==> src/hdl/cbs_pkg.sv <==
// ----------------------------------------------------------------------------
// cbs_pkg
// Shared widths, constants and handshake types of the B-spline curve sampler.
// ----------------------------------------------------------------------------
package cbs_pkg;

  localparam int SCW        = 16;
  localparam int CCW        = 13;
  localparam int ACW        = 12;
  localparam int CW_DEF     = 32;
  localparam int MAXSEG_DEF = 64;
  localparam int VFB        = 16;
  localparam int VW         = VFB + 1;
  localparam int WFB        = 3 * VFB;
  localparam int WW         = WFB + 3;
  localparam int WL         = 26;
  localparam int DVW        = VFB + 2;

  localparam logic [SCW-1:0] SC_RESET = SCW'(64);
  localparam logic [CCW-1:0] CC_RESET = CCW'(8);
  localparam logic [SCW-1:0] SC_MIN   = SCW'(5);
  localparam logic [CCW-1:0] CC_MIN   = CCW'(5);
  localparam logic [CCW-1:0] CC_MAX   = CCW'(4096);
  localparam logic [CCW-1:0] LEAD_PTS = CCW'(3);

  localparam logic [VW-1:0]  V_HALF   = VW'(1) << (VFB - 1);
  localparam logic [VW-1:0]  V_ONE    = VW'(1) << VFB;
  localparam logic [DVW-1:0] STEP_NUM = DVW'(1) << (VFB + 1);

  typedef enum logic [0:0] {
    CFG_SAMPLE_COUNT  = 1'b0,
    CFG_CONTROL_COUNT = 1'b1
  } cfg_idx_e;

  typedef struct packed {
    logic           start;
    logic [DVW-1:0] dividend;
    logic [CCW-1:0] divisor;
  } div_req_t;

  typedef struct packed {
    logic           done;
    logic [DVW-1:0] quot;
    logic [CCW-1:0] rem;
  } div_rsp_t;

endpackage

==> src/hdl/cbs_lane.sv <==
// ----------------------------------------------------------------------------
// cbs_lane
// One product lane: a control coordinate in offset binary times one weight,
// split into two partial products and recombined in the next stage.
// ----------------------------------------------------------------------------
module cbs_lane #(
  parameter int COORD_WIDTH = cbs_pkg::CW_DEF
) (
  input  logic                                   clk_i,
  input  logic                                   en_i,
  input  logic [COORD_WIDTH-1:0]                 p_i,
  input  logic [cbs_pkg::WW-1:0]                 w_i,
  output logic [COORD_WIDTH+cbs_pkg::WW-1:0]     term_o
);

  localparam int TW = COORD_WIDTH + cbs_pkg::WW;
  localparam int HW = cbs_pkg::WW - cbs_pkg::WL;

  logic [COORD_WIDTH-1:0]              pu;
  logic [COORD_WIDTH+cbs_pkg::WL-1:0]  lo_q;
  logic [COORD_WIDTH+HW-1:0]           hi_q;
  logic [TW-1:0]                       term_q;

  assign pu = p_i ^ (COORD_WIDTH'(1) << (COORD_WIDTH - 1));

  always_ff @(posedge clk_i) begin
    if (en_i) begin
      lo_q   <= pu * w_i[cbs_pkg::WL-1:0];
      hi_q   <= pu * w_i[cbs_pkg::WW-1:cbs_pkg::WL];
      term_q <= (TW'(hi_q) << cbs_pkg::WL) + TW'(lo_q);
    end
  end

  assign term_o = term_q;

endmodule

==> config.mk <==
export PLATFORM = sky130hd
export DESIGN_NAME = cbs_lane
export DESIGN_NICKNAME = d
export VERILOG_FILES = /design/src/hdl/cbs_pkg.sv /design/src/hdl/cbs_lane.sv
export SDC_FILE = /design/constraint.sdc
export NUM_CORES = 2
export LEC_CHECK = 0
export BUFFER_PORTS_ARGS = -buffer_cell sky130_fd_sc_hd__buf_4
export CAP_MARGIN = 20
export CORE_UTILIZATION = 25
export DETAILED_ROUTE_END_ITERATION = 10
export SYNTH_ARGS = -nofsm -noshare
export SYNTH_HDL_FRONTEND = slang
export SYNTH_SLANG_ARGS = --single-unit
==> constraint.sdc <==
create_clock -name clk_i -period 12.91 [get_ports clk_i]
set_input_delay 0.6455 -clock clk_i [delete_from_list [all_inputs] [get_ports clk_i]]
set_output_delay 0.6455 -clock clk_i [all_outputs]
set_load 0.02 [all_outputs]
==> metrics.cfg <==
[timing]
worstMarginPinSlew_ns = 1.006
hold_slack_ns = 0.4220
relSlewSlack_pct = 32.24
hold_viol_final = 0
min_period_ns = 8.265
clock_skew_ns = 0.01948
fin_crit_sh_pct = 64.02
tns_ns = 0
rsz0062_at_grt = no
setup_viol = 0
slew_violations = 0
max_freq_mhz = 121.0

[finish]
layout-drive-gt1-share_pct = 3.750
syn_to_final_growth_pct = 7.457
finalNetCount = 8275
fin_util_pct = 27.12

[grt]
grt_pass1_vias = 48839
groute.usage.overall_pct = 15.28
use_met1_pct = 19.34
grt_max_degree = 80
grt_pass1_wl_microns = 286400
grt_overflow = 0
grt_use_met2_pct = 26.43
grt.met3_usage_pct = 2.429
top_usage_layer = met2
antenna_found_initial = 19

[drt]
antenna_left = 0
wl_per_cell_microns = 19.08
drtPass1Iterations = 5
via_per_inst = 4.538
wl_microns = 182400
num_vias = 43397
drc = 0
first_iter_violations = 2636

[synth]
netlist_area_sq_um = 60940
ys_warn_count = 0
synth_top_area_share_pct = 46.19
seq_area_frac_synth_pct = 9.757
synthesis.instances = 6521
synth-seq-cells = 198
synth-edff-count = 198
ys_types = 70
avgSynthCellArea_sq_um = 9.345
yosys_most_used_dff = edfxtp_1
synth_top_area_cell = fa_1
syn-num-nets = 8433
ys_async_sr_fraction_pct = 0
synthTopCellsByArea = fa_1 46%, edfxtp_1 9.8%, inv_1 9.5%

[clock_tree]
clockBufferDepth = 2
clock-sinks = 198
cts_tree = built
post_cts.repair.setup_buffers = 0
cts_max_level = 4
cts_hold_repair.buffers = 0
root_buffer = clkbuf_16
ctsResizeCount = 0
cts.clk_slew.worst_paths_ns = 0.07
numCtsBuffers = 17
insertion_delay_ns = 0.52

[setup_path]
reg2reg_slack_ns = 9.20
reg2reg_from = lo_q[26]
critical_path.top_delay_family = adder cells
r2r-end = term_o[60]
worstRegToRegCells = 12
worstSetupPathType = in2reg
crit_fanout = 37
start_kind = primary input
path_cells = buf_4 -> buf_4 -> and2_1 -> fa_1 -> fa_1 -> inv_1 -> fa_1 -> fa_1 -> inv_1 -> fa_1 -> fa_1 -> inv_1 -> fa_1 -> inv_1 -> ha_1 -> a21oi_1 -> o21a_1 -> o22ai_1 -> a211o_1 -> o21ai_0 -> a21oi_1 -> o21ai_1 -> o21ai_0 -> xor2_1
crit_slowest_cell = o21ai_0
cpPeakStageDelay_ns = 0.80
cp.arrival_ns = 8.54
cp.required_ns = 13.18
path_common_cell = fa_1
path_buf_inv = 6
worstSetupEndpointType = flip-flop

[floorplan]
die_height_microns = 495.7
coreArea_sq_um = 241400
io_pins = 168
dieArea_sq_um = 245700
initial_core_util_pct = 25.24
die_w_microns = 495.7
rows = 180

[hold_path]
min_delay_path_depth = 0
hold_path.class = reg2reg
holdCritStartpoint = lo_q[1]
hold-path-endpoint = term_o[1]

[place]
gp_congestion = 0.8844
hpwlAfterDp_microns = 137500
port_buffers = 167

[outcome]
outcome = completed

[run]
cap_violations = 0

[state kept, by name, summed over array words and instances (netlist names)]
signal,flops
hi_q,57
lo_q,58
term_o,83
[area by class of cell]
cell class / count / area [sq um]
antenna: 4 / 10.01
timing repair buffer: 182 / 1374
tap: 3185 / 3985
inverter: 1535 / 5762
multi-input combinational: 4429 / 47870
clock buffer: 19 / 432.9
sequential: 198 / 5946
clock inverter: 11 / 100.1
fill: 25639 / 175900
[metrics by stage]
stage	area, sq um	instances	setup slack, ns
4_1_cts	65470	9559	4.815
3_3_place_gp	64940	9529	4.317
2_1_floorplan	60940	6521	5.809
5_1_grt	65480	9562	4.405
6_report	65480	9563	4.645
3_5_place_dp	64940	9529	4.220
[worst max path at each step]
stage | slack [ns] | endpoint | from | depth (start not counted)
final | 4.64 | hi_q[51] | p_i[18] | 24
after detailed placement | 4.22 | hi_q[51] | p_i[18] | 24
after global routing | 4.41 | hi_q[51] | p_i[15] | 24
after floorplan | 5.81 | hi_q[50] | w_i[30] | 25
after global placement | 4.32 | hi_q[51] | p_i[18] | 24
after CTS | 4.82 | hi_q[51] | p_i[18] | 24
[cells in the mapped netlist, types with 10 or more instances]
cell,count
inv_1,1535
fa_1,1406
nand2_1,859
and2_1,834
ha_1,421
clkbuf_1,355
edfxtp_1,198
a21oi_1,141
xnor2_1,92
a21o_1,84
o21ai_0,74
nor2_1,68
xor2_1,66
nand3_1,47
nor2b_1,43
nand4_1,35
o21bai_1,30
nand2b_1,26
nor3_1,21
a31oi_1,15
and3_1,13
o21a_1,12
nor4_1,10
o211ai_1,10
[cell usage in the layout, fill, tap and decap left out, types with 9 or more instances in the layout]
| cell | netlist | final |
|---|---|---|
| a31oi_1 | 15 | 15 |
| xnor2_1 | 92 | 92 |
| o211ai_1 | 10 | 10 |
| xor2_1 | 66 | 66 |
| nand2_1 | 859 | 859 |
| o21bai_1 | 30 | 30 |
| inv_1 | 1535 | 1535 |
| a21oi_1 | 141 | 141 |
| and3_1 | 13 | 13 |
| nand2b_1 | 26 | 26 |
| buf_4 | 0 | 181 |
| nand4_1 | 35 | 35 |
| nand3_1 | 47 | 47 |
| o21a_1 | 12 | 12 |
| ha_1 | 421 | 421 |
| nor4_1 | 10 | 10 |
| edfxtp_1 | 198 | 198 |
| o21ai_0 | 74 | 74 |
| nor3_1 | 21 | 21 |
| nor2_1 | 68 | 68 |
| a21o_1 | 84 | 84 |
| nor2b_1 | 43 | 43 |
| and2_1 | 834 | 834 |
| fa_1 | 1406 | 1406 |
| o31ai_1 | 9 | 9 |
| clkbuf_16 | 0 | 17 |
| a21boi_0 | 9 | 9 |
[cell families (layout without fill, tap and decap cells)]
kind of cell / Yosys count / after routing / share of synthesized area [%]
AND/OR/NAND/NOR: 1980 / 1980 / 16.43
buffers and inverters: 1894 / 1747 / 11.68
adder cells (fa/ha/maj): 1827 / 1827 / 54.83
AO/OA/AOI/OAI: 464 / 464 / 5.026
flip-flops: 198 / 198 / 9.757
XOR/XNOR: 158 / 158 / 2.271
other: 0 / 4 / 0
[metal layers]
| layer | vias up | part of all wire, % | wire [microns] |
|---|---|---|---|
| met4 | 4 | 3.3 | 6111 |
| met2 | 1574 | 49 | 89010 |
| li1 | 18866 | - | - |
| met3 | 296 | 6.5 | 11860 |
| met1 | 22657 | 41 | 75440 |
| met5 | - | 0.014 | 25 |
[worst register-to-register path, stage by stage, from the launching register on]
cell and delay [ns]:
edfxtp_1 0.45, ha_1 0.26, inv_1 0.07, fa_1 0.22, nor2b_1 0.06, o21ai_0 0.20
a21oi_1 0.18, o21ai_0 0.52, nand3_1 0.25, a41o_1 0.36, a311o_1 0.57, nand4b_1 0.21
xnor2_1 0.10
Power is left out: the tool's default activity adds up to more than one toggle a clock period on the data nets, which glitch-free logic cannot reach.
