[src/hdl/cbs_pkg.sv]
// ----------------------------------------------------------------------------
// cbs_pkg
// Shared widths, constants and handshake types of the B-spline curve sampler.
// ----------------------------------------------------------------------------
package cbs_pkg;

  localparam int SCW        = 16;
  localparam int CCW        = 13;
  localparam int ACW        = 12;
  localparam int CW_DEF     = 32;
  localparam int MAXSEG_DEF = 64;
  localparam int VFB        = 16;
  localparam int VW         = VFB + 1;
  localparam int WFB        = 3 * VFB;
  localparam int WW         = WFB + 3;
  localparam int WL         = 26;
  localparam int DVW        = VFB + 2;

  localparam logic [SCW-1:0] SC_RESET = SCW'(64);
  localparam logic [CCW-1:0] CC_RESET = CCW'(8);
  localparam logic [SCW-1:0] SC_MIN   = SCW'(5);
  localparam logic [CCW-1:0] CC_MIN   = CCW'(5);
  localparam logic [CCW-1:0] CC_MAX   = CCW'(4096);
  localparam logic [CCW-1:0] LEAD_PTS = CCW'(3);

  localparam logic [VW-1:0]  V_HALF   = VW'(1) << (VFB - 1);
  localparam logic [VW-1:0]  V_ONE    = VW'(1) << VFB;
  localparam logic [DVW-1:0] STEP_NUM = DVW'(1) << (VFB + 1);

  typedef enum logic [0:0] {
    CFG_SAMPLE_COUNT  = 1'b0,
    CFG_CONTROL_COUNT = 1'b1
  } cfg_idx_e;

  typedef struct packed {
    logic           start;
    logic [DVW-1:0] dividend;
    logic [CCW-1:0] divisor;
  } div_req_t;

  typedef struct packed {
    logic           done;
    logic [DVW-1:0] quot;
    logic [CCW-1:0] rem;
  } div_rsp_t;

endpackage

[src/hdl/cbs_div.sv]
// ----------------------------------------------------------------------------
// cbs_div
// Restoring divider that produces one quotient bit per cycle.
// ----------------------------------------------------------------------------
module cbs_div (
  input  logic              clk_i,
  input  logic              rst_ni,
  input  cbs_pkg::div_req_t req_i,
  output cbs_pkg::div_rsp_t rsp_o
);

  localparam int CNTW = $clog2(cbs_pkg::DVW + 1);

  logic                      busy_q;
  logic                      done_q;
  logic [CNTW-1:0]           cnt_q;
  logic [cbs_pkg::DVW-1:0]   num_q;
  logic [cbs_pkg::CCW-1:0]   rem_q;
  logic [cbs_pkg::CCW-1:0]   den_q;
  logic [cbs_pkg::CCW:0]     rem_sh;
  logic                      ge;
  logic [cbs_pkg::CCW:0]     rem_sub;

  assign rem_sh  = {rem_q, num_q[cbs_pkg::DVW-1]};
  assign ge      = rem_sh >= {1'b0, den_q};
  assign rem_sub = rem_sh - {1'b0, den_q};

  always_ff @(posedge clk_i or negedge rst_ni) begin
    if (!rst_ni) begin
      busy_q <= 1'b0;
      done_q <= 1'b0;
      cnt_q  <= '0;
    end else if (req_i.start) begin
      busy_q <= 1'b1;
      done_q <= 1'b0;
      cnt_q  <= CNTW'(cbs_pkg::DVW);
    end else if (busy_q) begin
      cnt_q <= cnt_q - CNTW'(1);
      if (cnt_q == CNTW'(1)) begin
        busy_q <= 1'b0;
        done_q <= 1'b1;
      end
    end else begin
      done_q <= 1'b0;
    end
  end

  always_ff @(posedge clk_i) begin
    if (req_i.start) begin
      num_q <= req_i.dividend;
      rem_q <= '0;
      den_q <= req_i.divisor;
    end else if (busy_q) begin
      num_q <= {num_q[cbs_pkg::DVW-2:0], ge};
      rem_q <= ge ? rem_sub[cbs_pkg::CCW-1:0] : rem_sh[cbs_pkg::CCW-1:0];
    end
  end

  assign rsp_o.done = done_q;
  assign rsp_o.quot = num_q;
  assign rsp_o.rem  = rem_q;

endmodule

[config.mk]
export PLATFORM = sky130hd
export DESIGN_NAME = cbs_div
export DESIGN_NICKNAME = d
export VERILOG_FILES = /design/src/hdl/cbs_pkg.sv /design/src/hdl/cbs_div.sv
export SDC_FILE = /design/constraint.sdc
export NUM_CORES = 1
export LEC_CHECK = 0
export ABC_AREA = 1
export BUFFER_PORTS_ARGS = -buffer_cell sky130_fd_sc_hd__buf_2
export CORE_AREA = 5 5 99 120
export CTS_BUF_LIST = sky130_fd_sc_hd__clkbuf_2
export DETAILED_ROUTE_END_ITERATION = 12
export DIE_AREA = 0 0 104 125
export PLACE_DENSITY = 0.44
export SYNTH_ARGS = -nofsm -noshare
export SYNTH_HDL_FRONTEND = slang
export SYNTH_SLANG_ARGS = --single-unit
[constraint.sdc]
create_clock -name clk_i -period 2.5 [get_ports clk_i]
set_clock_uncertainty 0.1 [all_clocks]
set_input_delay 0.125 -clock clk_i [delete_from_list [all_inputs] [get_ports clk_i]]
set_output_delay 0.125 -clock clk_i [all_outputs]
set_load 0.03 [all_outputs]
==> results of run 1 <==
## worst max-delay path, cell delays in order, from the launching register on
cell,delay [ns]
edfxtp_1,0.49
inv_1,0.08
ha_1,0.15
inv_1,0.08
fa_2,0.39
nand2_1,0.08
nand2_1,0.05
nand3_1,0.08
nand2_2,0.09
nand2_4,0.08
nand3_4,0.15
buf_12,0.19
nand3_2,0.05
nand3_1,0.07
nand2_1,0.06
## layout by cell type (no fill, tap or decap), drive strengths merged
master / instances
a21boi: 1
a21oi: 8
a22oi: 1
buf: 74
clkbuf: 5
clkinv: 1
clkinvlp: 1
dfrtp: 7
dfxtp: 13
dlygate4sd3: 34
edfxtp: 31
fa: 1
ha: 15
inv: 69
nand2: 154
nand3: 29
nand3b: 1
nand4: 15
nor2: 19
nor4: 1
o21ai: 10
xnor2: 3
xor2: 2
## cells by family after synthesis
kind of cell	Yosys count	synth area share, %
AO/OA/AOI/OAI	20	4.021
XOR/XNOR	5	1.422
adder cells (fa/ha/maj)	16	6.743
buffers and inverters	77	10.19
flip-flops	51	44.35
AND/OR/NAND/NOR	219	33.27
## power by group through the flow
| stage | combinational [mW] | sequential, mW | clock [mW] |
|---|---|---|---|
| final | 1.72 | 1.15 | 0.382 |
| after global routing | 1.94 | 1.18 | 0.429 |
| after CTS | 1.74 | 1.16 | 0.409 |
| after detailed placement | 1.69 | 1.17 | 0 |
| after global placement | 1.69 | 1.17 | 0 |
| after floorplan | 1.06 | 1.36 | 0 |
## layout make-up
class | instances | share of cell area (%)
clock buffers | 5 | 0.6277
clock inverters | 3 | 0.5964
inverters | 68 | 6.403
multi-input cells | 260 | 35.25
flip-flops and latches | 51 | 34.27
well taps | 132 | 4.143
repair buffers | 108 | 18.71
## path summary, 6_finish.rpt
kind / from / endpoint / slack (ns) / cells past startpoint
setup / recovery: num_q[17]$_DFFE_PP_ / rem_q[12]$_SDFFE_PP0P_ / 0.25 / 14
hold / removal: req_i[1] / den_q[1]$_DFFE_PP_ / 0.20 / 2
setup reg to reg: num_q[17]$_DFFE_PP_ / rem_q[12]$_SDFFE_PP0P_ / 0.25 / 14
hold reg to reg: cnt_q[3]$_DFFE_PN0P_ / cnt_q[3]$_DFFE_PN0P_ / 0.40 / 1
max in group asynchronous: rst_ni / cnt_q[3]$_DFFE_PN0P_ / 1.60 / 3
min in group asynchronous: rst_ni / cnt_q[4]$_DFFE_PN0P_ / 0.43 / 3
## metrics by stage
stage          power, mW  util [%]  setup slack, ns  hold WS (ns)  std cells
2_1_floorplan      2.425         -           0.1103       -0.2706        388
3_3_place_gp       2.861     33.44           0.2935       -0.1225        584
3_5_place_dp       2.862     33.44           0.1754       -0.1287        584
4_1_cts            3.301     37.07           0.1041        0.1565        626
5_1_grt            3.547     37.18          0.02245        0.1771        627
6_report           3.258     37.18           0.2510        0.2028        627
## metal layers
metal | GRT usage (%) | vias to the layer above | share of wire, %
met5 | 0 | - | 0
met4 | 4.345 | 0 | 2.0
met3 | 2.010 | 10 | 3.5
met2 | 22.86 | 56 | 49
met1 | 15.47 | 1241 | 46
li1 | - | 1440 | -
## sequential cells by signal, indices dropped and copies added, names as in the netlist
| signal | count |
|---|---|
| num_q | 18 |
| cnt_q | 5 |
| den_q | 13 |
| done_q | 1 |
| busy_q | 1 |
| rem_q | 13 |
## timing repair
item	4_1_cts	5_1_grt
hold endpoints to repair	43	0
buffers inserted	0	1
gates resized for setup	0	2
hold buffers	34	0
endpoints found under the setup margin	0	14
==> results_dict.tcl, run 1 <==
set metrics [dict create \
    endpoint_kind "flip-flop" \
    postLayoutCellArea_sq_um 3986 \
    root_buffer "clkbuf_2" \
    antenna_found_initial 0 \
    ios 66 \
    place_area_sq_um 3585 \
    first_pass_iters 4 \
    post-route-period-util_pct 89.96 \
    tightestPinTransition_ns 0.6416 \
    routed_wirelength_mm 7.976 \
    period_needed_ns 2.249 \
    synth_cell_type_count 33 \
    cp-start-kind "flip-flop" \
    netlist_instances 388 \
    maxSlewViolCount 0 \
    ys_seq_elements 51 \
    grt_start_max_net_pins 22 \
    clk_pin_slew_worst_paths_ns 0.32 \
    drt-initial-drc-count 105 \
    crit_type "flip-flop to flip-flop" \
    yosysMostFrequentCell "nand2_1" \
    wire_per_inst_um 12.72 \
    drive_gt1_share_pct 24.24 \
    p_clk_share_pct 11.7 \
    coreArea_sq_um 10720 \
    finalSetupViolations 0 \
    yosysSeqAreaShare_pct 44.35 \
    synth_edf_count 31 \
    max_freq_mhz 444.6 \
    ant_nets 0 \
    n_fill_cell 1161 \
    cap_violations 0 \
    avgSynthCellArea_sq_um 7.939 \
    setup_tns_ns 0 \
    hold_viol_final 0 \
    clkSinkCount 51 \
    crit_arrival_ns 2.58 \
    p_seq_share_pct 35.4 \
    row_count 42 \
    cts_buffers 5 \
    insertion_delay_ns 0.50 \
    p_leak_nw 2.106 \
    synth_top_area_share_pct 30.22 \
    p_per_area_nw_per_um2 817.3 \
    route.vias.total 2747 \
    die_w_um 104 \
    multi_input_area_sq_um 1405 \
    cts_buffer_depth 2 \
    cts_htree_levels 2 \
    via_per_inst 4.381 \
    yosys_warnings 0 \
    ys_async_sr_fraction_pct 13.73 \
    syn_nets 438 \
    timing.slew.headroom_pct 57.18 \
    register_area_sq_um 1366 \
    synth_common_cells "nand2_1, inv_1, edfxtp_1, nand3_1, ha_1" \
    p_int_mw 1.739 \
    cp_max_fo 11 \
    track_usage_pct 12.76 \
    synthTopCellsByArea "edfxtp_1, nand2_1, dfxtp_1" \
    rsz0062_at_grt "false" \
    port_buffers 65 \
    combPwrFrac_pct 52.9 \
    fin_nets 544 \
    cp.required_ns 2.83 \
    yosys_most_used_dff "edfxtp_1" \
    die_y_um 125 \
    peakVddDrop_mv 0.2862 \
    grt_pass1_vias 2897 \
    place_congestion 0.8194 \
    cts_tree "done" \
    antenna_cells 0 \
    p_sw_mw 1.520 \
    dp_hpwl_mm 5.973 \
    initial_core_util_pct 28.73 \
    switching_share_pct 46.64 \
    grt_pass1_wl_mm 13.66 \
    syn_area_sq_um 3080 \
    status "finished clean" \
    grt.overflow.total 0 \
    fp.dieArea_sq_um 13000 \
    yosys.area.top_type "edfxtp_1" \
    area_delta_synth_final_pct 29.41 \
    min_path_type "input port to flip-flop" \
    drc 0 \
]
No activity file was read; power rests on OpenSTA's default activity.
==> run 2, diff against run 1 <==
clock period = 2.8 ns   (was 2.5 ns; I/O delays follow)
==> run 2 against run 1 <==
Against the previous run:
- sequential power shrank 10%
- worst hold slack better by 0.021 ns
- largest cell class unchanged
- critical path type unchanged
- largest power group unchanged
- first-iteration DRC count is 3.8% lower
- flip-flop and latch count unchanged
==> results_dict.tcl, run 2 (synthesis results as in run 1) <==
set metrics [dict create \
    status "finished clean" \
    max_freq_mhz 403.4 \
    critPathTopFamily "simple AND/OR/NAND/NOR gates" \
    worstReg2RegStart "num_q[17]$_DFFE_PP_" \
    r2r_setup_slack_ns 0.32 \
    area_delta_synth_final_pct 27.42 \
    coreArea_sq_um 10720 \
    tightestPinTransition_ns 0.8844 \
    hold_start "req_i[2]" \
    r2r_end "rem_q[6]$_SDFFE_PP0P_" \
    track_usage_pct 12.28 \
    place_area_sq_um 3535 \
    top_regs "num_q x18, den_q x13, rem_q x13" \
    ctsResizeCount 0 \
    met1_length_mm 3.414 \
    routed_wirelength_mm 7.718 \
    largest_reg_flops 18 \
    mostFrequentLayoutCells "nand2_1, buf_2, inv_1" \
    cp_max_fo 18 \
    die_w_um 104 \
    ant_nets 0 \
    peakVddDrop_mv 0.2201 \
    dr_wl_met3_um 320 \
    ios 66 \
    cts_tree "done" \
    drc 0 \
    wire_per_inst_um 12.43 \
    worstHoldEndpoint "den_q[2]$_DFFE_PP_" \
    p_sw_mw 1.326 \
    grt_start_max_net_pins 22 \
    setup_tns_ns 0 \
    crit_buf_inv 2 \
    crit_arrival_ns 2.78 \
    cts_htree_levels 2 \
    max_stage_delay_ns 0.48 \
    cp-start-kind "flip-flop" \
    hold_viol_final 0 \
    grt.overflow.total 0 \
    fp.dieArea_sq_um 13000 \
    post-route-period-util_pct 88.53 \
    dp_hpwl_mm 5.710 \
    min_path_type "input port to flip-flop" \
    drt-initial-drc-count 101 \
    initial_core_util_pct 28.73 \
    cp_common_cell "nand2_1" \
    cp.required_ns 3.10 \
    via_per_inst 4.390 \
    p_per_area_nw_per_um2 719.3 \
    port_buffers 65 \
    grt_pass1_vias 2785 \
    worstPathCellList "inv_1, ha_1, inv_1, fa_1, nand2_1, nand2_1, nand3_1, nand2_1, nand2_4, nand3_4, nand2_2, nand3_2, o21ai_2" \
    switching_share_pct 46.98 \
    drive_gt1_share_pct 22.90 \
    cts_buffer_depth 2 \
    die_y_um 125 \
    finalSetupViolations 0 \
    cap_violations 0 \
    p_leak_nw 2.075 \
    endpoint_kind "flip-flop" \
    postLayoutCellArea_sq_um 3925 \
    regMostFlops "num_q" \
    cts_buffers 5 \
    fin_nets 538 \
    antenna_cells 0 \
    final_common_cell "nand2_1" \
    clkSinkCount 51 \
    p_int_mw 1.497 \
    p_clk_share_pct 12.1 \
    clk_pin_slew_worst_paths_ns 0.32 \
    combPwrFrac_pct 51.5 \
    wl_met2_mm 3.843 \
    reg2reg_depth 13 \
    route.vias.total 2726 \
    crit_slowest_cell "edfxtp_1" \
    hold_depth 2 \
    rsz0062_at_grt "false" \
    antenna_found_initial 0 \
    first_pass_iters 4 \
    grt_pass1_wl_mm 13.19 \
    highest-signal-layer "met4" \
    timing.slew.headroom_pct 40.97 \
    maxSlewViolCount 0 \
    root_buffer "clkbuf_2" \
    place_congestion 0.8539 \
    insertion_delay_ns 0.49 \
    p_seq_share_pct 36.3 \
    period_needed_ns 2.479 \
    crit_type "flip-flop to flip-flop" \
    row_count 42 \
]
[run 2: changes by cell type in the layout (fill, tap and decap cells not counted), sizes merged]
cell    change
buf         -6
clkinv      -1
inv         +1
[run 2: worst max path at each step]
stage,startpoint,endpoint,slack [ns],cells after the start
4_1_cts,num_q[17]$_DFFE_PP_,rem_q[6]$_SDFFE_PP0P_,0.32,13
2_1_floorplan,num_q[17]$_DFFE_PP_,num_q[0]$_DFFE_PP_,0.41,13
5_1_grt,num_q[17]$_DFFE_PP_,rem_q[6]$_SDFFE_PP0P_,0.08,13
3_5_place_dp,num_q[17]$_DFFE_PP_,num_q[0]$_DFFE_PP_,0.37,12
6_report,num_q[17]$_DFFE_PP_,rem_q[6]$_SDFFE_PP0P_,0.32,13
3_3_place_gp,num_q[17]$_DFFE_PP_,num_q[0]$_DFFE_PP_,0.42,12
[run 2: final cells by class]
class	instances	area (sq um)
Fill cell	1155	6795
Sequential cell	51	1366
Clock inverter	3	25.02
Multi-Input combinational cell	260	1400
Clock buffer	5	25.02
Inverter	68	255.2
Timing Repair Buffer	102	688.2
Tap cell	132	165.2
[run 2: worst reg2reg max path, delay by kind of cell (launching register included)]
kind / cells / cell delay (ns)
DFF: 1 / 0.48
buffers and inverters: 2 / 0.15
adders and majority gates: 2 / 0.59
and+or+nand+nor: 8 / 1.02
AOI/OAI and AO/OA: 1 / 0.06
[run 2: per-layer routing]
layer	global-route usage, %	up-vias
li1	-	1429
met1	14.94	1232
met2	21.77	57
met3	2.165	8
met4	4.192	0
met5	0	-
[run 2: repair_timing]
action | 4_1_cts | 5_1_grt
setup buffers | 0 | 0
hold buffers | 34 | 0
hold endpoints to repair | 43 | 0
[run 2: power by group through the flow]
stage	Clock [mW]	Sequential, mW	Combinational, mW
after CTS	0.364	1.03	1.48
after floorplan	0	1.22	0.947
after global routing	0.383	1.05	1.65
after detailed placement	0	1.05	1.43
final	0.343	1.03	1.45
after global placement	0	1.05	1.44
[run 2: stage by stage]
step                      worst slack [ns]  hold slack (ns)  instances  util, %  power [mW]
after floorplan                     0.4103          -0.2556        388        -       2.165
after global placement              0.4213          -0.1061        579    32.97       2.485
after detailed placement            0.3727          -0.1072        579    32.97       2.479
after CTS                           0.3209           0.1911        621    36.61       2.870
after global routing               0.07535           0.2108        621    36.61       3.087
final                               0.3212           0.2240        621    36.61       2.823
==> run 3, diff against run 2 <==
RECOVER_POWER = 25   (was not set)
==> run 3 against run 2 <==
Against the previous run:
- flip-flop and latch count stayed put
- global-route usage did not move
- maximum frequency is essentially flat
- power barely moved
- cell count unchanged
- register-to-register slack hardly changed
- die area did not move
- core utilization barely moved
- wire length about the same
- clock-buffer cell count unchanged
- worst hold slack unchanged
- largest cell class unchanged
==> results_dict.tcl, run 3 (synthesis results as in run 1) <==
set metrics [dict create \
    period_needed_ns 2.479 \
    initial_core_util_pct 28.73 \
    track_usage_pct 12.28 \
    via_per_inst 4.388 \
    row_count 42 \
    antenna_cells 0 \
    rsz0062_at_grt "false" \
    cp.required_ns 3.10 \
    timing.slew.headroom_pct 22.87 \
    post-route-period-util_pct 88.53 \
    endpoint_kind "flip-flop" \
    maxSlewViolCount 0 \
    antenna_found_initial 0 \
    fp.dieArea_sq_um 13000 \
    peakVddDrop_mv 0.2201 \
    place_area_sq_um 3535 \
    whs_ns 0.2240 \
    max_freq_mhz 403.4 \
    p_leak_nw 2.072 \
    grt_pass1_vias 2785 \
    cp_max_fo 18 \
    cts_buffer_depth 2 \
    area_delta_synth_final_pct 27.38 \
    final_common_cell "nand2_1" \
    port_buffers 65 \
    register_area_sq_um 1366 \
    setup_tns_ns 0 \
    die_y_um 125 \
    routed_wirelength_mm 7.719 \
    p_per_area_nw_per_um2 719.5 \
    cts_htree_levels 2 \
    postLayoutCellArea_sq_um 3924 \
    cap_violations 0 \
    grt_pass1_wl_mm 13.19 \
    ios 66 \
    place_congestion 0.8539 \
    min_path_type "input port to flip-flop" \
    clkSinkCount 51 \
    ant_nets 0 \
    drt-initial-drc-count 101 \
    postCtsSetupRepairBufs 0 \
    holdBufCountCts 34 \
    multi_input_area_sq_um 1400 \
    first_pass_iters 4 \
    n_fill_cell 1156 \
    tightestPinTransition_ns 1.157 \
    mostFrequentLayoutCells "nand2_1, buf_2, inv_1" \
    die_w_um 104 \
    coreArea_sq_um 10720 \
    ctsResizeCount 0 \
    clk_pin_slew_worst_paths_ns 0.32 \
    wire_per_inst_um 12.43 \
    status "finished clean" \
    cp-start-kind "flip-flop" \
    top_regs "num_q x18, den_q x13, rem_q x13" \
    cts_buffers 5 \
    regMostFlops "num_q" \
    grt.overflow.total 0 \
    largest_reg_flops 18 \
    cts_tree "done" \
    route.vias.total 2725 \
    fin_nets 538 \
    crit_type "flip-flop to flip-flop" \
    grt_start_max_net_pins 22 \
    crit_arrival_ns 2.78 \
    hold_viol_final 0 \
    drive_gt1_share_pct 22.70 \
    finalSetupViolations 0 \
    drc 0 \
    insertion_delay_ns 0.49 \
    root_buffer "clkbuf_2" \
    dp_hpwl_mm 5.710 \
]
## run 3: cell types whose count changed in the layout (fill, tap and decap cells not counted), sizes merged
cell | before | now
clkbuf | 5 | 6
buf | 68 | 67
## run 3: layout make-up
| cell class | count | share of cell area (%) |
|---|---|---|
| clock buffer | 5 | 0.6378 |
| clock inverter | 3 | 0.6378 |
| inverter | 68 | 6.505 |
| multi-input combinational | 260 | 35.68 |
| sequential | 51 | 34.82 |
| tap | 132 | 4.209 |
| timing repair buffer | 102 | 17.51 |
## run 3: path summary, 6_finish.rpt
path	to	slack, ns	cells past startpoint	start
worst max-delay path	rem_q[6]$_SDFFE_PP0P_	0.32	13	num_q[17]$_DFFE_PP_
worst min-delay path	den_q[2]$_DFFE_PP_	0.22	2	req_i[2]
worst max register to register	rem_q[6]$_SDFFE_PP0P_	0.32	13	num_q[17]$_DFFE_PP_
worst min register to register	cnt_q[3]$_DFFE_PN0P_	0.39	1	cnt_q[3]$_DFFE_PN0P_
max in group asynchronous	cnt_q[1]$_DFFE_PN0P_	1.89	3	rst_ni
min in group asynchronous	cnt_q[4]$_DFFE_PN0P_	0.46	3	rst_ni
## run 3: through the flow
| step | worst slack (ns) | total power [mW] | std cells | utilization (%) |
|---|---|---|---|---|
| after floorplan | 0.4103 | 2.165 | 388 | - |
| after global placement | 0.4213 | 2.485 | 579 | 32.97 |
| after detailed placement | 0.3727 | 2.479 | 579 | 32.97 |
| after CTS | 0.3209 | 2.870 | 621 | 36.61 |
| after global routing | 0.07531 | 3.087 | 621 | 36.60 |
| final | 0.3211 | 2.823 | 621 | 36.60 |
## run 3: worst max-delay path, cell delays in order, from the launching register on
cell and delay [ns]:
edfxtp_1 0.48, inv_1 0.07, ha_1 0.13, inv_1 0.07, fa_1 0.46, nand2_1 0.10
nand2_1 0.05, nand3_1 0.07, nand2_1 0.12, nand2_4 0.17, nand3_4 0.27, nand2_2 0.17
nand3_2 0.07, o21ai_2 0.06
## run 3: metal layers
layer | vias to the layer above | global-route usage [%] | wire length [um]
met3 | 8 | 2.165 | 320
met2 | 57 | 21.77 | 3843
li1 | 1429 | - | -
met5 | - | 0 | 0
met4 | 0 | 4.192 | 140
met1 | 1231 | 14.94 | 3415
## run 3: where the power goes
group / switching [mW] / leakage [nW] / internal [mW] / total [mW]
logic: 0.953 / 1.53 / 0.501 / 1.45
clock network: 0.275 / 0.0300 / 0.0683 / 0.343
registers: 0.0988 / 0.515 / 0.927 / 1.03
total: 1.33 / 2.07 / 1.50 / 2.82
