==> config.mk <==
export PLATFORM = sky130hd
export DESIGN_NAME = cbs_merge
export DESIGN_NICKNAME = d
export VERILOG_FILES = /design/src/hdl/cbs_pkg.sv /design/src/hdl/cbs_merge.sv
export SDC_FILE = /design/constraint.sdc
export NUM_CORES = 1
export LEC_CHECK = 0
export CAP_MARGIN = 20
export CELL_PAD_IN_SITES_DETAIL_PLACEMENT = 0
export CELL_PAD_IN_SITES_GLOBAL_PLACEMENT = 1
export CORE_MARGIN = 4
export CORE_UTILIZATION = 35
export DETAILED_ROUTE_END_ITERATION = 10
export DONT_BUFFER_PORTS = 1
export PLACE_DENSITY = 0.56
export SLEW_MARGIN = 25
export SYNTH_ARGS = -nofsm -noshare
export SYNTH_HDL_FRONTEND = slang
export SYNTH_SLANG_ARGS = --single-unit
==> constraint.sdc <==
create_clock -name clk_i -period 7.15 [get_ports clk_i]
set_clock_uncertainty 0.15 [all_clocks]
set_input_delay 1.0725 -clock clk_i [delete_from_list [all_inputs] [get_ports clk_i]]
set_output_delay 1.0725 -clock clk_i [all_outputs]
set_load 0.1 [all_outputs]
==> src/hdl/cbs_pkg.sv <==
// ----------------------------------------------------------------------------
// cbs_pkg
// Shared widths, constants and handshake types of the B-spline curve sampler.
// ----------------------------------------------------------------------------
package cbs_pkg;

  localparam int SCW        = 16;
  localparam int CCW        = 13;
  localparam int ACW        = 12;
  localparam int CW_DEF     = 32;
  localparam int MAXSEG_DEF = 64;
  localparam int VFB        = 16;
  localparam int VW         = VFB + 1;
  localparam int WFB        = 3 * VFB;
  localparam int WW         = WFB + 3;
  localparam int WL         = 26;
  localparam int DVW        = VFB + 2;

  localparam logic [SCW-1:0] SC_RESET = SCW'(64);
  localparam logic [CCW-1:0] CC_RESET = CCW'(8);
  localparam logic [SCW-1:0] SC_MIN   = SCW'(5);
  localparam logic [CCW-1:0] CC_MIN   = CCW'(5);
  localparam logic [CCW-1:0] CC_MAX   = CCW'(4096);
  localparam logic [CCW-1:0] LEAD_PTS = CCW'(3);

  localparam logic [VW-1:0]  V_HALF   = VW'(1) << (VFB - 1);
  localparam logic [VW-1:0]  V_ONE    = VW'(1) << VFB;
  localparam logic [DVW-1:0] STEP_NUM = DVW'(1) << (VFB + 1);

  typedef enum logic [0:0] {
    CFG_SAMPLE_COUNT  = 1'b0,
    CFG_CONTROL_COUNT = 1'b1
  } cfg_idx_e;

  typedef struct packed {
    logic           start;
    logic [DVW-1:0] dividend;
    logic [CCW-1:0] divisor;
  } div_req_t;

  typedef struct packed {
    logic           done;
    logic [DVW-1:0] quot;
    logic [CCW-1:0] rem;
  } div_rsp_t;

endpackage

==> src/hdl/cbs_merge.sv <==
// ----------------------------------------------------------------------------
// cbs_merge
// Sums the four lane products with the rounding offset, divides by six
// through a split reciprocal, saturates and returns to two's complement.
// ----------------------------------------------------------------------------
module cbs_merge #(
  parameter int COORD_WIDTH = cbs_pkg::CW_DEF
) (
  input  logic                                      clk_i,
  input  logic                                      en_i,
  input  logic [3:0][COORD_WIDTH+cbs_pkg::WW-1:0]   term_i,
  output logic [COORD_WIDTH-1:0]                    res_o
);

  localparam int TW  = COORD_WIDTH + cbs_pkg::WW;
  localparam int XW  = COORD_WIDTH + 2;
  localparam int H   = ((COORD_WIDTH + 5) / 4) * 2;
  localparam int AW  = XW - H;
  localparam int K   = H + 3;
  localparam int MW  = H + 2;
  localparam logic [MW-1:0] MREC = MW'(((64'd1 << K) + 64'd2) / 64'd3);
  localparam logic [H-1:0]  K3   = H'(((64'd1 << H) - 64'd1) / 64'd3);
  localparam logic [TW-1:0] RND  = TW'(3) << cbs_pkg::WFB;
  localparam logic [XW-1:0] SATV = XW'({COORD_WIDTH{1'b1}});

  logic [TW-1:0]          s01_q, s23_q;
  logic [TW-1:0]          acc;
  logic [XW-1:0]          x_q;
  logic [XW-1:0]          ak_q, ak2_q;
  logic [H:0]             y_q;
  logic [2*H+2:0]         yp;
  logic [H-1:0]           yq_q;
  logic [XW-1:0]          t;
  logic [COORD_WIDTH-1:0] res_q;
  logic [COORD_WIDTH-1:0] sat;

  assign acc = s01_q + s23_q + RND;
  assign yp  = y_q * MREC;
  assign t   = ak2_q + XW'(yq_q);
  assign sat = (t > SATV) ? {COORD_WIDTH{1'b1}} : t[COORD_WIDTH-1:0];

  always_ff @(posedge clk_i) begin
    if (en_i) begin
      s01_q <= term_i[0] + term_i[1];
      s23_q <= term_i[2] + term_i[3];
      x_q   <= acc[TW-1:cbs_pkg::WFB+1];
      ak_q  <= XW'(x_q[XW-1:H] * K3);
      y_q   <= (H+1)'(x_q[XW-1:H]) + (H+1)'(x_q[H-1:0]);
      ak2_q <= ak_q;
      yq_q  <= yp[K +: H];
      res_q <= sat ^ (COORD_WIDTH'(1) << (COORD_WIDTH - 1));
    end
  end

  assign res_o = res_q;

endmodule

==> out/results.md, run 1 <==
* **CTS tree** built
* **worst hold path stage count** 0
* **sequential cell area fraction in the yosys report** 28.7%
* **commonest cells after routing, fill and taps aside** ha_1 (584), inv_1 (346), a21oi_1 (335), edfxtp_1 (335), nand2_1 (247)
* **total I/O pin count** 366
* **Post-Synthesis Net Count** 4,639
* **cts hold-fix bufs** 0
* **kind of cell with the highest combined delay on the critical path** adder cells
* **top fanout value on the critical path** 4
* **via count of the first global-routing pass** 26,448
* **GRT Overall Usage** 18.0%
* **largest net degree at the start of global routing** 336
* **number of distinct standard cells referenced by the synthesized netlist** 97
* **total count of max-transition violations in the final report** 0
* **global-route wire length before repair** 149,000 um
* **average cell area after synthesis** 9.85 sq um
* **buffers from clock root to sink, at most** 3
* **category of the critical setup timing path** reg2reg
* **peak clock frequency supported by timing** 150 MHz
* **final hold violation count** 0
* **clock insertion delay at the later pin of the skew report** 0.59 ns
* **total negative slack** 0 ns
* **Post-DP HPWL** 79,600 um
* **synthesis-to-finish area growth** 8.06%
* **Core Box Area** 0.0989 sq mm
* **number of flops mapped to enable cells by yosys** 335
* **count of buffers from port buffering** 0
* **per-cell via count in the routed design** 5.26
* **First-pass DRT Iterations** 8
* **type of the worst min-delay path** reg2reg
* **H-tree levels** 2
* **slowest library cell on the worst path** fa_1
* **clock slew seen by the registers of the worst setup and hold paths** 0.05 ns
* **horizontal die dimension** 324 um
* **Most used DFF post-synth** edfxtp_1
* **end point of the most critical hold path** ak2_q[9]
* **worst path bufs/invs** 5
* **number of warnings reported in the yosys synthesis log** 0
* **wire length reported by the detailed router** 94,700 um
* **status** finished clean
* **std cell rows** 115
* **fraction of final layout cells with drive strength greater than 1** 3.75%
* **startpoint of the lowest-slack hold path** ak_q[9]
* **startpoint type of the worst setup path** flop
* **Cell Area, Placed** 0.0363 sq mm
* **capturing element type of the critical path** flop
* **Cell Area, Synth** 0.0350 sq mm
* **TritonCTS sink count** 335
* **most common library cell in the layout ignoring fill and taps** ha_1
* **total gr overflow** 0
* **setup repair after global routing missed its margin** false
* **share of the clock period used by the worst path after layout** 93.3%
* **cell type with the highest occurrence count on the critical path** fa_1
* **largest stage delay on the critical path** 0.60 ns
* **RR Endpoint** yq_q[16]
* **FF-to-FF Start** y_q[6]
* **last weighted congestion value of the routability-driven placer** 0.866
* **starting density of the core** 35.4%
* **Iteration-0 DRC Markers** 1,265
* **synthesized netlist cell count** 3,555
* **number of antenna violations at the first check in global routing** 4
* **post-DR wirelength/cell** 19.6 um
* **flip-flop and latch count after synthesis** 335
* **Max Cap Viol** 0
* **CTS root buf** clkbuf_16
* **cell depth of the worst setup path** 23
* **Critical Path AT** 6.84 ns
* **share of async-settable or async-resettable flops after synthesis** 0%
* **Worst Path Required** 7.32 ns
* **setup slack on the worst flop-to-flop path** 0.48 ns
* **ANT nets after route** 0
* **floorplan die height** 324 um
* **number of buffers created by CTS** 43
* **final-report setup violation count** 0
* **Worst Reg-to-Reg Cells** 23
* **total non-filler cell area in the finished layout** 0.0378 sq mm
* **Post-route DRC** 0
* **total number of vias** 25,482
* **Worst-Margin Slew** 0.944 ns
* **nets** 4,602
* **Die Area** 0.105 sq mm
* **cell-by-cell listing of the critical path** ha_1 > fa_1 > inv_1 > fa_1 > inv_1 > fa_1 > fa_1 > inv_1 > fa_1 > inv_1 > ha_1 > a21o_1 > a21oi_1 > nor2b_1 > a2111oi_1 > buf_4 > o21ai_1 > a31oi_2 > o21ai_0 > o221ai_2 > nor3_1 > a2111oi_2 > xnor2_1
* **final critical-path required period** 6.67 ns
* **worst rel slew slack** 36.3%
[state kept, by name, indices dropped and copies added, names as in the netlist]
signal,count
ak_q,33
y_q,19
ak2_q,33
res_o,32
s01_q,83
s23_q,83
x_q,34
yq_q,18
[through the flow]
stage               utilization, %  hold slack [ns]  std cells  setup slack [ns]
floorplan                        -            0.250       3555             0.949
global placement              36.7            0.253       4760            0.0990
detailed placement            36.7            0.255       4760             0.179
CTS                           38.2            0.269       4836             0.146
global route                  38.3            0.276       4839           0.00937
finish                        38.3            0.266       4841             0.481
[worst register-to-register path: stages (launching register included)]
cell,delay [ns]
edfxtp_1,0.45
ha_1,0.38
fa_1,0.60
inv_1,0.11
fa_1,0.60
inv_1,0.12
fa_1,0.47
fa_1,0.50
inv_1,0.05
fa_1,0.48
inv_1,0.04
ha_1,0.17
a21o_1,0.17
a21oi_1,0.14
nor2b_1,0.06
a2111oi_1,0.37
buf_4,0.18
o21ai_1,0.11
a31oi_2,0.27
o21ai_0,0.18
o221ai_2,0.29
nor3_1,0.12
a2111oi_2,0.32
xnor2_1,0.10
[cells by family after synthesis]
logic type      after synthesis  synth area share (%)
flops                       335                  28.7
simple gates                761                  10.6
compound gates              997                  18.5
fa+ha+maj                   750                  30.4
xor+xnor                    279                  6.98
mux                           1                0.0322
buf+inv                     432                  4.70
[cell usage after synthesis (13+ instances only)]
master      n  area, sq um
o21a_1     26          195
and4_1     13          114
o211ai_1   31          233
nand2b_1   34          213
nor2b_1    35          219
nand2_1   247          927
o21bai_1   50          375
o21ai_1    13         65.1
nand3_1    57          285
nor2_1    148          556
and2_1     16          100
a21o_1    165         1240
a211oi_1   30          225
a31oi_1    25          156
o21ai_0   171          856
inv_1     346         1300
edfxtp_1  335        10100
nor3_1     49          245
nand4_1    78          488
and3_1     36          225
ha_1      584         7310
xnor2_1   164         1440
xor2_1    115         1010
buf_2      13         65.1
a21oi_1   335         1680
clkbuf_1   71          267
fa_1      166         3320
[routing by layer]
metal  track usage (%)  part of all wire (%)
met1              25.4                    48
met2              28.9                    45
met3              3.11                   4.7
met4              3.90                   1.8
met5                 0                     0
[timing repair]
action / in CTS / in global routing
gates resized for setup: 0 / 3
endpoints found under the setup margin: 0 / 4
buffers inserted: 0 / 0
[final cells by class]
type	count	area [sq um]
Tap cell	1287	1610
Clock buffer	46	1090
Timing Repair Buffer	4	30.0
Multi-Input combinational cell	2788	23300
Sequential cell	335	10100
Fill cell	9880	61000
Antenna cell	5	12.5
Inverter	346	1300
Clock inverter	30	389
[worst max path at each step]
stage	to	startpoint	slack, ns
after floorplan	ak_q[32]	x_q[21]	0.95
after global placement	yq_q[16]	y_q[6]	0.1
after detailed placement	yq_q[16]	y_q[6]	0.18
after CTS	yq_q[16]	y_q[6]	0.15
after global routing	ak_q[32]	x_q[19]	0.009
final	yq_q[16]	y_q[6]	0.48
Power of run 1 is not shown: default switching activity piles up to over one toggle a cycle in this logic, so the estimate is an artifact.
==> run 2, diff against run 1 <==
--- a/config.mk
+++ b/config.mk
@@ -12,7 +12,7 @@
 export CORE_UTILIZATION = 35
 export DETAILED_ROUTE_END_ITERATION = 10
 export DONT_BUFFER_PORTS = 1
-export PLACE_DENSITY = 0.56
+export PLACE_DENSITY_LB_ADDON = 0.1
 export SLEW_MARGIN = 25
 export SYNTH_ARGS = -nofsm -noshare
 export SYNTH_HDL_FRONTEND = slang
==> run 2 against run 1 <==
  * Clock-buffer cell count grew 7
  * Critical path type unchanged
  * Hold slack is essentially flat
  * Utilization shrank 0.14 points
  * Final area shrank 0.35%
  * Sequential cell count is the same
  * Die area is the same
  * Register-to-register slack lost 0.10 ns
  * Routed wire length grew 3.6%
  * Maximum frequency shrank 1.5%
  * Cell count is essentially flat
==> out/results.md, run 2 (synthesized netlist as in run 1, its figures left out) <==
* **share of the clock period used by the worst path after layout** 94.7%, was 93.3%
* **largest stage delay on the critical path** 0.65 ns, was 0.60 ns
* **top fanout value on the critical path** 5, was 4
* **type of the worst min-delay path** reg2reg, unchanged
* **per-cell via count in the routed design** 5.36, was 5.26
* **H-tree levels** 2, unchanged
* **category of the critical setup timing path** reg2reg, unchanged
* **fill cell count** 9,774, was 9,880
* **std cell rows** 115, unchanged
* **FF-to-FF Start** x_q[21], was y_q[6]
* **Critical Path AT** 6.94 ns, was 6.84 ns
* **total number of vias** 25,932, was 25,482
* **status** finished clean, unchanged
* **Worst-Margin Slew** 1.12 ns, was 0.944 ns
* **most common library cell in the layout ignoring fill and taps** ha_1, unchanged
* **wire length reported by the detailed router** 98,100 um, was 94,700 um
* **RR Endpoint** ak_q[32], was yq_q[16]
* **peak clock frequency supported by timing** 148 MHz, was 150 MHz
* **buffers from clock root to sink, at most** 3, unchanged
* **total negative slack** 0 ns, unchanged
* **worst rel slew slack** 25.2%, was 36.3%
* **floorplan die height** 324 um, unchanged
* **Iteration-0 DRC Markers** 1,437, was 1,265
* **starting density of the core** 35.4%, unchanged
* **Storage cell area** 0.0101 sq mm, unchanged
* **total gr overflow** 0, unchanged
* **nets** 4,606, was 4,602
* **number of buffers created by CTS** 43, unchanged
* **horizontal die dimension** 324 um, unchanged
* **Post-route DRC** 0, unchanged
* **Max Cap Viol** 0, unchanged
* **setup repair after global routing missed its margin** false, unchanged
* **post-DR wirelength/cell** 20.3 um, was 19.6 um
* **setup slack on the worst flop-to-flop path** 0.38 ns, was 0.48 ns
* **area of combinational cells with multiple inputs** 0.0233 sq mm, about the same
* **final hold violation count** 0, unchanged
* **GRT Overall Usage** 18.4%, was 18.0%
* **kind of cell with the highest combined delay on the critical path** adder cells, unchanged
* **Top Registers** s01_q: 83 flops, s23_q: 83 flops, x_q: 34 flops, unchanged
* **cts hold-fix bufs** 0, unchanged
* **total I/O pin count** 366, unchanged
* **via count of the first global-routing pass** 26,913, was 26,448
* **post-CTS setup-driven buffer insertion count** 0, unchanged
* **final-report setup violation count** 0, unchanged
* **clock insertion delay at the later pin of the skew report** 0.58 ns, was 0.59 ns
* **commonest cells after routing, fill and taps aside** ha_1 (584), inv_1 (346), a21oi_1 (335), edfxtp_1 (335), nand2_1 (247), unchanged
* **worst hold path stage count** 0, unchanged
* **end point of the most critical hold path** ak2_q[10], was ak2_q[9]
* **startpoint type of the worst setup path** flop, unchanged
* **largest net degree at the start of global routing** 336, unchanged
* **worst path bufs/invs** 4, was 5
* **global-route wire length before repair** 153,000 um, was 149,000 um
* **First-pass DRT Iterations** 4, was 8
* **count of buffers from port buffering** 0, unchanged
* **capturing element type of the critical path** flop, unchanged
* **fraction of final layout cells with drive strength greater than 1** 3.61%, was 3.75%
* **Worst Reg-to-Reg Cells** 22, was 23
* **Die Area** 0.105 sq mm, unchanged
* **CTS tree** built, unchanged
* **slowest library cell on the worst path** fa_1, unchanged
* **CTS root buf** clkbuf_16, unchanged
* **last weighted congestion value of the routability-driven placer** 0.873, was 0.866
* **final critical-path required period** 6.77 ns, was 6.67 ns
* **Worst Path Required** 7.32 ns, about the same
* **clock slew seen by the registers of the worst setup and hold paths** 0.06 ns, was 0.05 ns
* **synthesis-to-finish area growth** 7.68%, was 8.06%
* **TritonCTS sink count** 335, unchanged
* **cell type with the highest occurrence count on the critical path** fa_1, unchanged
* **ANT nets after route** 0, unchanged
* **cell-by-cell listing of the critical path** ha_1 > inv_1 > fa_1 > inv_1 > fa_1 > inv_1 > fa_1 > inv_1 > fa_1 > fa_1 > ha_1 > a21o_1 > a21o_1 > a21o_1 > a21o_1 > a221oi_2 > nor3_1 > nor4_1 > o2111ai_1 > nor2_1 > o21bai_1 > xnor2_1, was ha_1 > fa_1 > inv_1 > fa_1 > inv_1 > fa_1 > fa_1 > inv_1 > fa_1 > inv_1 > ha_1 > a21o_1 > a21oi_1 > nor2b_1 > a2111oi_1 > buf_4 > o21ai_1 > a31oi_2 > o21ai_0 > o221ai_2 > nor3_1 > a2111oi_2 > xnor2_1
* **Post-DP HPWL** 82,900 um, was 79,600 um
* **total count of max-transition violations in the final report** 0, unchanged
* **startpoint of the lowest-slack hold path** ak_q[10], was ak_q[9]
* **number of antenna violations at the first check in global routing** 3, was 4
* **Core Box Area** 0.0989 sq mm, unchanged
run 2: cell count changes in the layout (fill, tap and decap cells not counted), moves of 2 or more:
| cell | change |
|---|---|
| clkbuf_1 | +7 |
| clkinvlp_4 | -5 |
| buf_4 | +4 |
| bufinv_16 | -4 |
| diode_2 | -3 |
| clkinv_2 | +2 |
| inv_16 | +2 |
| inv_6 | -2 |
run 2: worst register-to-register path: stages, from the launching register on:
cell and delay, ns:
edfxtp_1 0.48, ha_1 0.38, inv_1 0.07, fa_1 0.50
inv_1 0.07, fa_1 0.65, inv_1 0.09, fa_1 0.48
inv_1 0.05, fa_1 0.48, fa_1 0.49, ha_1 0.39
a21o_1 0.21, a21o_1 0.18, a21o_1 0.17, a21o_1 0.18
a221oi_2 0.40, nor3_1 0.11, nor4_1 0.41, o2111ai_1 0.24
nor2_1 0.13, o21bai_1 0.08, xnor2_1 0.13
run 2: routing by layer:
layer,part of all wire (%),wire length (um),global-route usage [%]
met1,47,46500,25.6
met3,5.1,5010,3.51
met4,2.3,2300,4.37
met2,45,44300,29.8
met5,0,0,0
run 2: final cells by class:
cell class	instances	share of cell area [%]
sequential	335	26.7
clock inverter	20	0.561
multi-input combinational	2788	61.9
tap	1287	4.27
clock buffer	53	2.95
antenna	2	0.0133
inverter	346	3.45
timing repair buffer	8	0.159
run 2: metrics by stage:
step	worst slack, ns	std cells	area, sq um	utilization, %	hold slack [ns]
finish	0.380	4839	37700	38.1	0.266
global placement	0.212	4764	36300	36.8	0.252
detailed placement	0.199	4764	36300	36.8	0.255
global route	0.00901	4839	37700	38.1	0.269
CTS	0.150	4837	37700	38.1	0.268
floorplan	0.949	3555	35000	-	0.250
run 2: worst max-delay path by stage:
| stage | from | to | depth (start not counted) |
|---|---|---|---|
| after detailed placement | y_q[4] | yq_q[16] | 24 |
| after floorplan | x_q[21] | ak_q[32] | 22 |
| after CTS | y_q[4] | yq_q[16] | 24 |
| final | x_q[21] | ak_q[32] | 22 |
| after global placement | y_q[4] | yq_q[16] | 24 |
| after global routing | y_q[4] | yq_q[16] | 24 |
run 2: what timing repair did:
action | in CTS | in global routing
resized for setup | 0 | 4
hold endpoints to repair | 0 | 0
setup endpoints to repair | 0 | 6
Power of run 2 is left out for the same reason.
==> run 3, diff against run 2 <==
--- a/config.mk
+++ b/config.mk
@@ -5,7 +5,6 @@
 export SDC_FILE = /design/constraint.sdc
 export NUM_CORES = 1
 export LEC_CHECK = 0
-export CAP_MARGIN = 20
 export CELL_PAD_IN_SITES_DETAIL_PLACEMENT = 0
 export CELL_PAD_IN_SITES_GLOBAL_PLACEMENT = 1
 export CORE_MARGIN = 4
@@ -13,6 +12,7 @@
 export DETAILED_ROUTE_END_ITERATION = 10
 export DONT_BUFFER_PORTS = 1
 export PLACE_DENSITY_LB_ADDON = 0.1
+export SETUP_SLACK_MARGIN = 0.5
 export SLEW_MARGIN = 25
 export SYNTH_ARGS = -nofsm -noshare
 export SYNTH_HDL_FRONTEND = slang
==> run 3 against run 2 <==
  * Utilization up 0.22 points
  * Cell count increased by 0.27%
  * Via count increased by 0.62%
  * Largest cell class unchanged
  * Maximum frequency is 6.2% higher
  * Highest routed layer unchanged
  * Register-to-register slack gained 0.40 ns
  * Critical path type unchanged
  * Die area unchanged
  * First-iteration DRC count up 0.42%
  * Global-route usage barely moved
  * Clock-buffer cell count unchanged
  * Critical endpoint unchanged
==> out/results.md, run 3 (synthesized netlist as in run 1, its figures left out) <==
* **status** finished clean, unchanged
* **category of the critical setup timing path** reg2reg, unchanged
* **worst hold slack after final layout** 0.266 ns, about the same
* **ANT nets after route** 0, unchanged
* **synthesis-to-finish area growth** 8.30%, was 7.68%
* **startpoint type of the worst setup path** flop, unchanged
* **fraction of final layout cells with drive strength greater than 1** 4.35%, was 3.61%
* **Die Area** 0.105 sq mm, unchanged
* **final standard cell count with taps included and fillers excluded** 4,852, was 4,839
* **nets** 4,618, was 4,606
* **type of the worst min-delay path** reg2reg, unchanged
* **horizontal die dimension** 324 um, unchanged
* **RR Endpoint** ak_q[32], unchanged
* **total number of vias** 26,094, was 25,932
* **Critical Path AT** 6.54 ns, was 6.94 ns
* **TritonCTS sink count** 335, unchanged
* **top fanout value on the critical path** 5, unchanged
* **std cell rows** 115, unchanged
* **Worst-Margin Slew** 1.12 ns, about the same
* **Worst Reg-to-Reg Cells** 22, unchanged
* **count of buffers from port buffering** 0, unchanged
* **H-tree levels** 2, unchanged
* **CTS root buf** clkbuf_16, unchanged
* **setup slack on the worst flop-to-flop path** 0.78 ns, was 0.38 ns
* **Max Cap Viol** 0, unchanged
* **starting density of the core** 35.4%, unchanged
* **most common library cell in the layout ignoring fill and taps** ha_1, unchanged
* **CTS tree** built, unchanged
* **utilization of the core after routing** 38.3%, was 38.1%
* **worst path bufs/invs** 4, unchanged
* **capturing element type of the critical path** flop, unchanged
* **kind of cell with the highest combined delay on the critical path** adder cells, unchanged
* **final critical-path required period** 6.37 ns, was 6.77 ns
* **Core Box Area** 0.0989 sq mm, unchanged
* **wire length reported by the detailed router** 98,400 um, was 98,100 um
* **commonest cells after routing, fill and taps aside** ha_1 (581), inv_1 (344), a21oi_1 (335), edfxtp_1 (335), nand2_1 (247), was ha_1 (584), inv_1 (346), a21oi_1 (335), edfxtp_1 (335), nand2_1 (247)
* **Post-DP HPWL** 82,900 um, unchanged
* **final hold violation count** 0, unchanged
* **FF-to-FF Start** x_q[19], was x_q[21]
* **share of the clock period used by the worst path after layout** 89.2%, was 94.7%
* **total count of max-transition violations in the final report** 0, unchanged
* **total gr overflow** 0, unchanged
* **last weighted congestion value of the routability-driven placer** 0.873, unchanged
* **slowest library cell on the worst path** fa_2, was fa_1
* **largest stage delay on the critical path** 0.62 ns, was 0.65 ns
* **largest net degree at the start of global routing** 336, unchanged
* **via count of the first global-routing pass** 26,927, was 26,913
* **post-DR wirelength/cell** 20.3 um, about the same
* **Worst Path Required** 7.32 ns, about the same
* **cell total after placement** 4,764, unchanged
* **Top Registers** s01_q: 83 flops, s23_q: 83 flops, x_q: 34 flops, unchanged
* **setup repair after global routing missed its margin** false, unchanged
* **total I/O pin count** 366, unchanged
* **peak clock frequency supported by timing** 157 MHz, was 148 MHz
* **endpoint of the worst setup timing path** ak_q[32], unchanged
* **number of buffers created by CTS** 43, unchanged
* **cell-by-cell listing of the critical path** ha_4 > inv_1 > fa_1 > inv_1 > fa_2 > inv_1 > fa_1 > inv_1 > fa_1 > fa_1 > ha_1 > a21o_1 > a21o_1 > a21o_1 > a21o_1 > a221oi_4 > nor3_1 > nor4_2 > o2111ai_2 > nor2_1 > o21bai_1 > xnor2_1, was ha_1 > inv_1 > fa_1 > inv_1 > fa_1 > inv_1 > fa_1 > inv_1 > fa_1 > fa_1 > ha_1 > a21o_1 > a21o_1 > a21o_1 > a21o_1 > a221oi_2 > nor3_1 > nor4_1 > o2111ai_1 > nor2_1 > o21bai_1 > xnor2_1
* **Iteration-0 DRC Markers** 1,443, was 1,437
* **GRT Overall Usage** 18.4%, about the same
* **clock slew seen by the registers of the worst setup and hold paths** 0.06 ns, about the same
* **buffers from clock root to sink, at most** 3, unchanged
* **clock insertion delay at the later pin of the skew report** 0.58 ns, about the same
* **cell depth of the worst setup path** 22, unchanged
* **final-report setup violation count** 0, unchanged
* **floorplan die height** 324 um, unchanged
* **Post-route DRC** 0, unchanged
* **number of antenna violations at the first check in global routing** 3, unchanged
* **worst rel slew slack** 25.3%, was 25.2%
* **worst setup path startpoint** x_q[19], was x_q[21]
* **global-route wire length before repair** 153,000 um, about the same
* **First-pass DRT Iterations** 5, was 4
* **total negative slack** 0 ns, unchanged
* **per-cell via count in the routed design** 5.38, was 5.36
-- run 3: per-layer routing --
layer  GRT usage (%)  vias up  wire (um)
met5               0        -          0
met4            4.37        0       2250
met3            3.51      102       4980
met2            29.8      572      44600
met1            25.7    12495      46500
li1                -    12925          -
-- run 3: how the worst min path moves through the flow --
stage,from,end,cells past startpoint
finish,ak_q[18],ak2_q[18],0
floorplan,ak_q[0],ak2_q[0],0
global placement,ak_q[16],ak2_q[16],0
detailed placement,ak_q[22],ak2_q[22],0
global route,ak_q[10],ak2_q[10],0
CTS,ak_q[22],ak2_q[22],0
-- run 3: cell type report --
| cell class | instances | area, sq um |
|---|---|---|
| fill | 9756 | 60900 |
| multi-input combinational | 2788 | 23500 |
| clock buffer | 53 | 1110 |
| clock inverter | 20 | 211 |
| antenna | 3 | 7.51 |
| sequential | 335 | 10100 |
| tap | 1287 | 1610 |
| timing repair buffer | 20 | 150 |
| inverter | 346 | 1300 |
-- run 3: repair_timing --
item | CTS | global route
pin swaps | 0 | 4
gates resized for setup | 7 | 18
setup endpoints to repair | 7 | 10
hold buffers | 0 | 0
setup buffers | 0 | 12
-- run 3: worst register-to-register path: cells and delay by family (launching register included) --
kind,cells,cell delay [ns]
fa+ha+maj,7,3.27
simple gates,3,0.50
buf+inv,4,0.24
flops,1,0.45
compound gates,7,1.38
xor+xnor,1,0.13
-- run 3: through the flow --
stage / setup WS (ns) / area (sq um)
after floorplan: 0.949 / 35000
after global placement: 0.212 / 36300
after detailed placement: 0.199 / 36300
after CTS: 0.484 / 37700
after global routing: 0.475 / 37900
final: 0.775 / 37900
Power of run 3 is left out for the same reason.
